`src/hdl/shcg_pkg.sv`:
```
`timescale 1ns / 1ps
`default_nettype none

package shcg_pkg;

  localparam int FractionBitsDefault = 8;

  // FNV-1a, 32 bit.
  localparam logic [31:0] FnvBasis = 32'd2166136261;
  localparam logic [31:0] FnvPrime = 32'd16777619;

  // Hue reduction: floor(h / 360) = ((h >> 3) * HueRecip) >> HueShift for any 32-bit h.
  localparam logic [8:0]  HueModulus = 9'd360;
  localparam logic [29:0] HueRecip   = 30'd763549742;
  localparam int          HueShift   = 35;

  // Configuration register indexes.
  localparam logic RegSaturation = 1'b0;
  localparam logic RegBrightness = 1'b1;

  localparam logic [8:0] SaturationReset = 9'd230;
  localparam logic [8:0] BrightnessReset = 9'd236;
  localparam logic [8:0] LevelFull       = 9'd256;

  // Rec.709 luminance in integer form.
  localparam int LumWidth = 22;
  localparam logic [LumWidth-1:0] LumRed       = 22'd2126;
  localparam logic [LumWidth-1:0] LumGreen     = 22'd7152;
  localparam logic [LumWidth-1:0] LumBlue      = 22'd722;
  localparam logic [LumWidth-1:0] LumThreshold = 22'd1530000;

  typedef struct packed {
    logic accept;
    logic fold_hi;
    logic hash_init;
    logic hue_mul;
    logic hue_rem;
    logic color_en;
    logic prod_en;
    logic x_mul;
    logic mix_en;
    logic out_load;
  } shcg_cmd_t;

  typedef struct packed {
    logic last_flag;
    logic out_free;
  } shcg_status_t;

endpackage

`default_nettype wire

```
`src/hdl/seeded_hue_color_generator.sv`:
```
// Seeded hue colour generator.
// Seed characters arrive on the s_axis channel, one 16-bit code unit per request,
// with tlast marking the final one. Each character is folded into a 32-bit FNV-1a
// hash, low byte then high byte; the input channel takes no new character while
// the high byte is folded. On the last character the hash is reduced modulo 360
// to a hue and converted to RGB bytes with the saturation and brightness
// registers; the hash then returns to the offset basis for the next seed.
// The result leaves on m_axis: tdata holds red, green, blue; tuser is high when
// black text contrasts with the colour. After the last character is accepted, the
// controller steps through the high byte, the hue reciprocal multiply, the
// remainder, sector and chroma, the product, the division by sixty, the mix and
// the output load before m_axis_tvalid rises, and the input waits until the load.
// While the receiver stalls, the result sits in the output register and the
// next seed is still taken until its own result is ready; the input then waits.
// The cfg channel is always ready: index 0 writes saturation, index 1 brightness,
// both as fractions of 256. Write it only while the block is idle.
// Reset restores the offset basis, saturation 230 and brightness 236, and drops
// any pending result.
`timescale 1ns / 1ps
`default_nettype none

module seeded_hue_color_generator #(
  parameter int FRACTION_BITS = shcg_pkg::FractionBitsDefault
) (
  input  wire         clk,
  input  wire         rst,
  input  wire         s_axis_tvalid,
  output logic        s_axis_tready,
  input  wire  [15:0] s_axis_tdata,   // char_code
  input  wire         s_axis_tlast,   // last_char
  output logic        m_axis_tvalid,
  input  wire         m_axis_tready,
  output logic [23:0] m_axis_tdata,   // red [7:0], green [15:8], blue [23:16]
  output logic        m_axis_tuser,   // dark_text
  input  wire         cfg_valid,
  output logic        cfg_ready,
  input  wire         cfg_index,
  input  wire  [8:0]  cfg_data
);

  shcg_pkg::shcg_cmd_t    cmd;
  shcg_pkg::shcg_status_t status;
  logic [7:0] red;
  logic [7:0] green;
  logic [7:0] blue;

  assign cfg_ready    = 1'b1;
  assign m_axis_tdata = {blue, green, red};

  shcg_ctrl u_ctrl (
    .clk      (clk),
    .rst      (rst),
    .in_valid (s_axis_tvalid),
    .in_ready (s_axis_tready),
    .status   (status),
    .cmd      (cmd)
  );

  shcg_dp #(
    .FRACTION_BITS (FRACTION_BITS)
  ) u_dp (
    .clk       (clk),
    .rst       (rst),
    .cmd       (cmd),
    .status    (status),
    .char_code (s_axis_tdata),
    .last_char (s_axis_tlast),
    .cfg_write (cfg_valid && cfg_ready),
    .cfg_index (cfg_index),
    .cfg_data  (cfg_data),
    .out_valid (m_axis_tvalid),
    .out_ready (m_axis_tready),
    .out_red   (red),
    .out_green (green),
    .out_blue  (blue),
    .out_dark  (m_axis_tuser)
  );

endmodule

`default_nettype wire

```
`src/hdl/shcg_ctrl.sv`:
```
`timescale 1ns / 1ps
`default_nettype none

module shcg_ctrl (
  input  wire                    clk,
  input  wire                    rst,
  input  wire                    in_valid,
  output logic                   in_ready,
  input  shcg_pkg::shcg_status_t status,
  output shcg_pkg::shcg_cmd_t    cmd
);

  localparam logic [3:0] StIdle  = 4'd0;
  localparam logic [3:0] StHigh  = 4'd1;
  localparam logic [3:0] StHMul  = 4'd2;
  localparam logic [3:0] StHRem  = 4'd3;
  localparam logic [3:0] StColor = 4'd4;
  localparam logic [3:0] StProd  = 4'd5;
  localparam logic [3:0] StXMul  = 4'd6;
  localparam logic [3:0] StMix   = 4'd7;
  localparam logic [3:0] StLum   = 4'd8;

  logic [3:0] state;
  logic [3:0] state_next;

  assign in_ready = (state == StIdle);

  always_comb begin
    cmd        = '0;
    state_next = state;
    case (state)
      StIdle: begin
        if (in_valid) begin
          cmd.accept = 1'b1;
          state_next = StHigh;
        end
      end
      StHigh: begin
        cmd.fold_hi = 1'b1;
        state_next  = status.last_flag ? StHMul : StIdle;
      end
      StHMul: begin
        cmd.hue_mul   = 1'b1;
        cmd.hash_init = 1'b1;
        state_next    = StHRem;
      end
      StHRem: begin
        cmd.hue_rem = 1'b1;
        state_next  = StColor;
      end
      StColor: begin
        cmd.color_en = 1'b1;
        state_next   = StProd;
      end
      StProd: begin
        cmd.prod_en = 1'b1;
        state_next  = StXMul;
      end
      StXMul: begin
        cmd.x_mul  = 1'b1;
        state_next = StMix;
      end
      StMix: begin
        cmd.mix_en = 1'b1;
        state_next = StLum;
      end
      StLum: begin
        if (status.out_free) begin
          cmd.out_load = 1'b1;
          state_next   = StIdle;
        end
      end
      default: begin
        state_next = StIdle;
      end
    endcase
  end

  always_ff @(posedge clk) begin
    if (rst) begin
      state <= StIdle;
    end else begin
      state <= state_next;
    end
  end

endmodule

`default_nettype wire

```
`src/hdl/shcg_dp.sv`:
```
`timescale 1ns / 1ps
`default_nettype none

module shcg_dp #(
  parameter int FRACTION_BITS = shcg_pkg::FractionBitsDefault
) (
  input  wire                    clk,
  input  wire                    rst,
  input  shcg_pkg::shcg_cmd_t    cmd,
  output shcg_pkg::shcg_status_t status,
  input  wire  [15:0]            char_code,
  input  wire                    last_char,
  input  wire                    cfg_write,
  input  wire                    cfg_index,
  input  wire  [8:0]             cfg_data,
  output logic                   out_valid,
  input  wire                    out_ready,
  output logic [7:0]             out_red,
  output logic [7:0]             out_green,
  output logic [7:0]             out_blue,
  output logic                   out_dark
);

  localparam int CW = FRACTION_BITS + 1;
  localparam int PW = FRACTION_BITS + 7;
  localparam int SW = FRACTION_BITS + 10;
  localparam int LumWidth_c = shcg_pkg::LumWidth;
  localparam int HW = shcg_pkg::HueShift + 9;

  // floor(p / 60) = ((p >> 2) * XRecip) >> XShift for any p below 2^PW.
  localparam int XShift  = FRACTION_BITS + 9;
  localparam int XRecipW = FRACTION_BITS + 6;
  localparam int XPW     = XShift + CW;
  localparam logic [XRecipW-1:0] XRecip = XRecipW'(((64'd1 << XShift) + 64'd14) / 64'd15);

  logic [31:0] hash;
  logic [7:0]  high_byte;
  logic        last_flag;
  logic [8:0]  sat_level;
  logic [8:0]  bri_level;

  // Hue reduction.
  logic [8:0]  hash_low;
  logic [8:0]  hue_q;
  logic [8:0]  rem;

  // Colour stages.
  logic [2:0]    sector;
  logic [5:0]    t_frac;
  logic [CW-1:0] chroma;
  logic [CW-1:0] vfix;
  logic [PW-1:0] prod;
  logic [CW-1:0] x_val;
  logic [7:0]    red;
  logic [7:0]    green;
  logic [7:0]    blue;

  logic [2:0]    sector_next;
  logic [8:0]    sector_base;
  logic [8:0]    hue_off;
  logic [5:0]    t_next;
  logic [8:0]    sat_use;
  logic [8:0]    bri_use;
  logic [17:0]   vs_prod;
  logic [SW-1:0] vs_shift;
  logic [CW-1:0] vfix_next;
  logic [CW-1:0] chroma_next;
  logic [CW-1:0] m_val;
  logic [CW-1:0] r1;
  logic [CW-1:0] g1;
  logic [CW-1:0] b1;
  logic [LumWidth_c-1:0] lum;

  function automatic logic [31:0] fnv_fold(input logic [31:0] h, input logic [7:0] b);
    logic [31:0] x;
    x = h ^ {24'd0, b};
    return x * shcg_pkg::FnvPrime;
  endfunction

  function automatic logic [7:0] to_byte(input logic [CW-1:0] ch);
    logic [FRACTION_BITS+8:0] scaled;
    logic [8:0]               whole;
    scaled = {ch, 8'd0} - {8'd0, ch};
    whole  = scaled[FRACTION_BITS+8:FRACTION_BITS];
    return (whole > 9'd255) ? 8'd255 : whole[7:0];
  endfunction

  // Hash, latched character and configuration.
  always_ff @(posedge clk) begin
    if (rst) begin
      hash      <= shcg_pkg::FnvBasis;
      sat_level <= shcg_pkg::SaturationReset;
      bri_level <= shcg_pkg::BrightnessReset;
    end else begin
      if (cmd.accept) begin
        hash <= fnv_fold(hash, char_code[7:0]);
      end else if (cmd.fold_hi) begin
        hash <= fnv_fold(hash, high_byte);
      end else if (cmd.hash_init) begin
        hash <= shcg_pkg::FnvBasis;
      end
      if (cfg_write) begin
        case (cfg_index)
          shcg_pkg::RegSaturation: sat_level <= cfg_data;
          shcg_pkg::RegBrightness: bri_level <= cfg_data;
          default: ;
        endcase
      end
    end
  end

  always_ff @(posedge clk) begin
    if (cmd.accept) begin
      high_byte <= char_code[15:8];
      last_flag <= last_char;
    end
  end

  // The remainder is below 512, so the low nine bits of the hash and of the
  // quotient are enough to form it.
  always_ff @(posedge clk) begin
    if (cmd.hue_mul) begin
      hue_q    <= 9'((HW'(hash[31:3]) * HW'(shcg_pkg::HueRecip)) >> shcg_pkg::HueShift);
      hash_low <= hash[8:0];
    end
    if (cmd.hue_rem) begin
      rem <= hash_low - hue_q * shcg_pkg::HueModulus;
    end
  end

  // Hue sector and offset from the remainder; chroma and brightness from the levels.
  always_comb begin
    if (rem >= 9'd300) begin
      sector_next = 3'd5;
      sector_base = 9'd300;
    end else if (rem >= 9'd240) begin
      sector_next = 3'd4;
      sector_base = 9'd240;
    end else if (rem >= 9'd180) begin
      sector_next = 3'd3;
      sector_base = 9'd180;
    end else if (rem >= 9'd120) begin
      sector_next = 3'd2;
      sector_base = 9'd120;
    end else if (rem >= 9'd60) begin
      sector_next = 3'd1;
      sector_base = 9'd60;
    end else begin
      sector_next = 3'd0;
      sector_base = 9'd0;
    end
    hue_off = rem - sector_base;
    t_next  = sector_next[0] ? (6'd60 - hue_off[5:0]) : hue_off[5:0];

    sat_use     = (sat_level > shcg_pkg::LevelFull) ? shcg_pkg::LevelFull : sat_level;
    bri_use     = (bri_level > shcg_pkg::LevelFull) ? shcg_pkg::LevelFull : bri_level;
    vs_prod     = {9'd0, bri_use} * {9'd0, sat_use};
    vs_shift    = SW'(vs_prod) << (FRACTION_BITS - 8);
    chroma_next = vs_shift[FRACTION_BITS+8:8];
    vfix_next   = CW'(bri_use) << (FRACTION_BITS - 8);
  end

  always_ff @(posedge clk) begin
    if (cmd.color_en) begin
      sector <= sector_next;
      t_frac <= t_next;
      chroma <= chroma_next;
      vfix   <= vfix_next;
    end
    if (cmd.prod_en) begin
      prod <= PW'(chroma) * PW'(t_frac);
    end
    if (cmd.x_mul) begin
      x_val <= CW'((XPW'(prod[PW-1:2]) * XPW'(XRecip)) >> XShift);
    end
  end

  // Channel mix and conversion to bytes.
  always_comb begin
    m_val = vfix - chroma;
    r1    = '0;
    g1    = '0;
    b1    = '0;
    case (sector)
      3'd0: begin
        r1 = chroma;
        g1 = x_val;
      end
      3'd1: begin
        r1 = x_val;
        g1 = chroma;
      end
      3'd2: begin
        g1 = chroma;
        b1 = x_val;
      end
      3'd3: begin
        g1 = x_val;
        b1 = chroma;
      end
      3'd4: begin
        r1 = x_val;
        b1 = chroma;
      end
      default: begin
        r1 = chroma;
        b1 = x_val;
      end
    endcase
  end

  always_ff @(posedge clk) begin
    if (cmd.mix_en) begin
      red   <= to_byte(r1 + m_val);
      green <= to_byte(g1 + m_val);
      blue  <= to_byte(b1 + m_val);
    end
  end

  assign lum = shcg_pkg::LumRed * LumWidth_c'(red)
             + shcg_pkg::LumGreen * LumWidth_c'(green)
             + shcg_pkg::LumBlue * LumWidth_c'(blue);

  // Output register: holds the result until the receiver takes it.
  always_ff @(posedge clk) begin
    if (rst) begin
      out_valid <= 1'b0;
    end else if (cmd.out_load) begin
      out_valid <= 1'b1;
    end else if (out_ready) begin
      out_valid <= 1'b0;
    end
  end

  always_ff @(posedge clk) begin
    if (cmd.out_load) begin
      out_red   <= red;
      out_green <= green;
      out_blue  <= blue;
      out_dark  <= (lum > shcg_pkg::LumThreshold);
    end
  end

  assign status.last_flag = last_flag;
  assign status.out_free  = !out_valid || out_ready;

endmodule

`default_nettype wire

```
`config.mk`:
```
export PLATFORM = sky130hd
export DESIGN_NAME = seeded_hue_color_generator
export DESIGN_NICKNAME = d
export VERILOG_FILES = /design/src/hdl/shcg_pkg.sv /design/src/hdl/seeded_hue_color_generator.sv /design/src/hdl/shcg_ctrl.sv /design/src/hdl/shcg_dp.sv
export SDC_FILE = /design/constraint.sdc
export NUM_CORES = 2
export LEC_CHECK = 0
export BUFFER_PORTS_ARGS = -buffer_cell sky130_fd_sc_hd__buf_2
export CAP_MARGIN = 20
export CORE_MARGIN = 5
export CORE_UTILIZATION = 27
export DETAILED_ROUTE_END_ITERATION = 10
export PLACE_DENSITY = 0.41
export SLEW_MARGIN = 20
export SYNTH_ARGS = -nofsm -noshare
export SYNTH_HDL_FRONTEND = slang
export SYNTH_SLANG_ARGS = --single-unit
```
`constraint.sdc`:
```
create_clock -name clk -period 8.2 [get_ports clk]
set_clock_uncertainty 0.15 [all_clocks]
set_input_delay 2.05 -clock clk [delete_from_list [all_inputs] [get_ports clk]]
set_output_delay 2.05 -clock clk [all_outputs]
set_load 0.02 [all_outputs]
```
# == Word-level counts from Yosys, hierarchy flattened ==
# Cells that the tools add are included.
# op_classes
add_sub_neg,12
mul,10
order_cmp,11
eq_ne,14
muxes,36
bitwise,3
reduce_logical,16
# op_table
op,n
32-bit 2-to-1 mux,3
"32-bit by 25-bit multiplier with 32-bit output, second input constant",2
32-bit by 8-bit XOR with 32-bit output,2
9-bit case mux with 2 select lines,3
17-bit by 9-bit subtractor with 17-bit output,3
"29-bit by 29-bit multiplier with 43-bit output, second input constant",1
6-bit 2-to-1 mux,6
4-bit case mux with 9 select lines,1
"9-bit by 8-bit multiplier with 17-bit output, first input constant",2
9-bit adder,3
"9-bit by 8-bit > comparator with 1-bit output, second input constant",3
"13-bit by 14-bit multiplier with 26-bit output, second input constant",1
20-bit by 21-bit adder with 22-bit output,1
22-bit by 18-bit adder with 22-bit output,1
"22-bit by 21-bit > comparator with 1-bit output, second input constant",1
"11-bit by 8-bit multiplier with 19-bit output, first input constant",1
"9-bit by 8-bit >= comparator with 1-bit output, second input constant",2
"9-bit > comparator, second input constant",2
9-bit 2-to-1 mux,2
9-bit subtractor,2
9-bit by 9-bit multiplier with 17-bit output,1
"4-bit by 3-bit == test with 1-bit output, second input constant",4
9-bit by 6-bit multiplier with 15-bit output,1
1-bit 2-to-1 mux,15
25 further kinds,39
# totals
reg_bits,191
word_cells,126

# == Longest topological paths before layout ==
# depth
ltp_word,9
mapped_depth,28

# == By module ==
# A second synthesis with hierarchy kept.
# unflattened
cells_unflattened,4172
hier_area_um2,39165.1
# by_module_without_submodules
module,n_inst,cells_per_inst,area_each_um2,seq_area_each_um2
shcg_dp,1,4134,38853.5,4954.8
shcg_ctrl,1,36,300.3,80.1
seeded_hue_color_generator,1,2,11.3,0.0

# == Worst setup path before layout ==
# Ideal clock, no wire load.
# synth_timing
kind,input port to flip-flop
start,input port s_axis_tdata[3]
end,register u_dp.hash[31]
setup_ns,0.131
arrival_time_ns,7.094
required_time_ns,7.919
path_slack_ns,0.825
path_stages,22
path_cell_list,xor2_1 ha_1 ha_1 fa_1 ha_1 inv_1 fa_1 inv_1 ha_1 inv_1 fa_1 inv_1 ha_1 a21oi_1 o221ai_1 a311oi_1 o21ai_1 a21oi_1 o21ai_1 o41ai_2 mux2i_1 o211ai_1
# synth_via
elab_chain_len,3
# synth_rtl
element,line,rtl
start: declaration,seeded_hue_color_generator.sv:29,"input wire [15:0] s_axis_tdata,"
32-bit by 8-bit XOR with 32-bit output,shcg_dp.sv:76,"x = h ^ {24'd0, b};"
32-bit by 25-bit multiplier with 32-bit output,shcg_dp.sv:77,return x * shcg_pkg::FnvPrime;
32-bit 2-to-1 mux,shcg_dp.sv:95,if (cmd.accept) begin
end signal: assignment,shcg_dp.sv:96,"hash <= fnv_fold(hash, char_code[7:0]);"
end signal: assignment,shcg_dp.sv:98,"hash <= fnv_fold(hash, high_byte);"
end signal: assignment,shcg_dp.sv:100,hash <= shcg_pkg::FnvBasis;
end: declaration,shcg_dp.sv:36,logic [31:0] hash;
# No other way between the ends.
# A chain may end at the register's enable or synchronous reset.

# == Worst setup path in the final report ==
# layout_timing
start,input port s_axis_tdata[3]
end,register u_dp.hash[27]
# Same word-level chain as after synthesis.

==> results.yml <==
job:
  maxCapViolCount: 0
floorplanning:
  dieArea_um2: 153000
  core_um2: 144000
  row_count: 139
  dieHeight_um: 391
  initial_core_util_pct: 27.2
  die_w_um: 391
  pin_count: 60
yosys:
  netlist_instances: 4156
  ys_seq_area_share_pct: 12.9
  synth.distinct_cells: 84
  synth_ff_type: "edfxtp_1"
  ys_seq_elements: 186
  synthTopCellsByArea: "ha_1, fa_1, inv_1"
  yosysTopAreaCellShare_pct: 26.6
  synth_area_um2: 39200
  async_flop_share_pct: 0
  syn_area_per_cell_um2: 9.43
  synth_edf_count: 131
  syn_nets: 5532
  synth_top_area_cell: "ha_1"
  ys_warn_count: 0
routing:
  vias_per_cell: 4.44
  wl_um: 107000
  route.detailed.drc: 0
  drtIter0Drc: 1303
  firstDrtPassIters: 5
  wl_per_cell_um: 17.4
  dr_total_vias: 27300
  ant_nets: 0
critical_path:
  slowest_delay_ps: 550
  path_buf_inv: 5
  path_cells: "buf_2 -> xor2_1 -> ha_1 -> ha_1 -> fa_1 -> ha_1 -> inv_1 -> fa_1 -> inv_1 -> ha_1 -> inv_1 -> fa_1 -> inv_1 -> ha_1 -> a21oi_1 -> o221ai_1 -> a311oi_1 -> o21ai_1 -> a21oi_1 -> nor2_1 -> a2111oi_0 -> o32a_1 -> a21oi_1"
  worstPathArrival_ps: 7890
  cp_common_cell: "ha_1"
  cp_max_fo: 5
  slowest_stage: "fa_1"
  cp-end-kind: "flop"
  worstPathRequired_ps: 8430
  startpoint_type: "input pin"
  cp_top_family: "adder cells"
  crit_type: "in2reg"
placement:
  routabilityCongestion: 0.867
  dpl.hpwl_um: 92800
  placedInstanceArea_um2: 42100
  io_buffer_count: 58
min_path:
  min_path_type: "reg2reg"
clocking:
  cts_setup_buffers: 0
  ctsHtreeMaxLevel: 4
  cts_root_buf: "clkbuf_16"
  cts.path.max_buffers: 2
  clock_latency_ps: 530
  hold_buffers: 0
  cts.clk_slew.worst_paths_ps: 100
  cts_buffers: 17
  cts_resized: 0
  clock_sinks: 186
  cts_tree: "built"
timing:
  whs_ps: 280
  worst_pin_slew_ps: 1030
  rsz0062_at_grt: "false"
  period_minus_slack_ps: 7650
  min_period_over_period_pct: 93.3
  timing.slew.headroom_pct: 31.1
  finalHoldViolCount: 0
  slew_violations: 0
  setup_violations: 0
  setup_tns_ps: 0
  fmax_mhz: 131
finish:
  fin_nets: 5615
  drive_gt1_share_pct: 4.52
  finalInstanceArea_um2: 42800
  area_growth_syn_to_layout_pct: 9.18
global_route:
  grt_first_pass_wirelength_um: 169000
  track_usage_pct: 14.4
  grt_max_degree: 58
  grt_pass1_vias: 29000
  antenna_found_initial: 5
  globalRouteOverflowTotal: 0
run_status:
  status: "complete, no violations"
[layout make-up]
class / count / area [um2]
multi-input cells: 2783 / 29700
inverters: 1126 / 4230
flip-flops and latches: 186 / 5030
diodes: 1 / 2.50
well taps: 1903 / 2380
repair buffers: 125 / 793
fillers: 15300 / 101000
clock inverters: 15 / 198
clock buffers: 17 / 425
[cell usage in the layout (no fill, tap or decap), types with 55 or more instances in the layout]
cell type / Yosys / final
dfxtp_1: 55 / 55
xor2_1: 81 / 81
nor2_1: 135 / 133
ha_1: 833 / 833
fa_1: 511 / 511
a21oi_1: 133 / 133
a21o_1: 67 / 67
edfxtp_1: 131 / 131
xnor2_1: 155 / 155
buf_2: 1 / 58
nand2_1: 232 / 232
inv_1: 1120 / 1120
o21ai_0: 78 / 78
buf_4: 1 / 67
[final timing paths]
path,from,slack [ps],endpoint,depth (start not counted)
worst min register to register,u_dp.hash_low[2]$_DFFE_PP_,280,u_dp.rem[2]$_DFFE_PP_,0
worst min-delay path,u_dp.hash_low[2]$_DFFE_PP_,280,u_dp.rem[2]$_DFFE_PP_,0
worst max register to register,u_dp.hash[11]$_SDFFE_PP1P_,870,u_dp.hue_q[5]$_DFFE_PP_,22
worst max-delay path,s_axis_tdata[3],550,u_dp.hash[27]$_SDFFE_PP0P_,23
[cell usage after synthesis, drive strengths merged, types with 15 or more instances]
master and count:
inv 1121, ha 833, fa 511, nand2 232, xnor2 158, nor2 135, a21oi 134, edfxtp 131
o21ai 92, xor2 81, a21o 67, dfxtp 55, clkbuf 54, nor3 44, nor2b 40, nand2b 39
and2 36, nand3 36, o21bai 32, a211oi 23, and3 20, o21a 20, a31oi 18, a211o 17
or3 15
[worst reg2reg max path: stages, from the launching register on]
cell,delay (ps)
dfxtp_1,630
ha_1,470
inv_1,180
fa_1,510
inv_1,50
fa_1,460
ha_1,290
inv_1,50
fa_1,470
inv_1,60
fa_1,500
fa_1,580
fa_1,420
ha_1,320
a21o_1,180
a21o_1,170
a211o_1,330
a221oi_1,260
o21ai_1,240
o2111ai_1,310
a31oi_1,170
a21oi_1,210
xnor2_1,80
[per-layer routing]
metal | vias to the layer above | wire (um) | global-route usage, %
li1 | 13500 | - | -
met1 | 13500 | 53500 | 20.5
met2 | 304 | 48900 | 23.6
met3 | 61 | 3460 | 2.13
met4 | 0 | 1250 | 2.28
met5 | - | 0 | 0
[registers in the layout, summed over array words and instances (netlist names), 3 cells and up]
| name | flops |
|---|---|
| u_dp.sat_level | 9 |
| u_dp.t_frac | 6 |
| u_dp.chroma | 9 |
| u_dp.rem | 9 |
| u_dp.prod | 13 |
| u_dp.hash | 32 |
| u_dp.out_red | 8 |
| u_dp.hash_low | 9 |
| u_dp.hue_q | 6 |
| u_dp.green | 8 |
| u_dp.out_green | 8 |
| u_ctrl.state | 4 |
| u_dp.bri_level | 9 |
| u_dp.x_val | 9 |
| u_dp.high_byte | 8 |
| u_dp.out_blue | 8 |
| u_dp.sector | 3 |
| u_dp.red | 8 |
| u_dp.vfix | 9 |
| u_dp.blue | 8 |
[per-stage QoR]
stage / util (%) / cells / setup WS, ps
global route: 29.7 / 6155 / 152
finish: 29.7 / 6156 / 547
global placement: 29.3 / 6123 / 74.9
floorplan: - / 4156 / 825
CTS: 29.7 / 6155 / 638
detailed placement: 29.3 / 6123 / 28.6
[kinds of logic (layout without fill, tap and decap cells)]
logic type	Yosys count	after routing	synth area share, %
AO/OA/AOI/OAI	537	537	9.38
buffers and inverters	1187	1283	11.4
XOR/XNOR	240	240	5.46
multiplexers	11	11	0.287
other	1	2	0.00957
adder cells (fa/ha/maj)	1344	1344	52.7
flip-flops	186	186	12.9
AND/OR/NAND/NOR	650	650	7.91
Power is not shown: default switching activity piles up to over one toggle a cycle in this logic, so the estimate is an artifact.
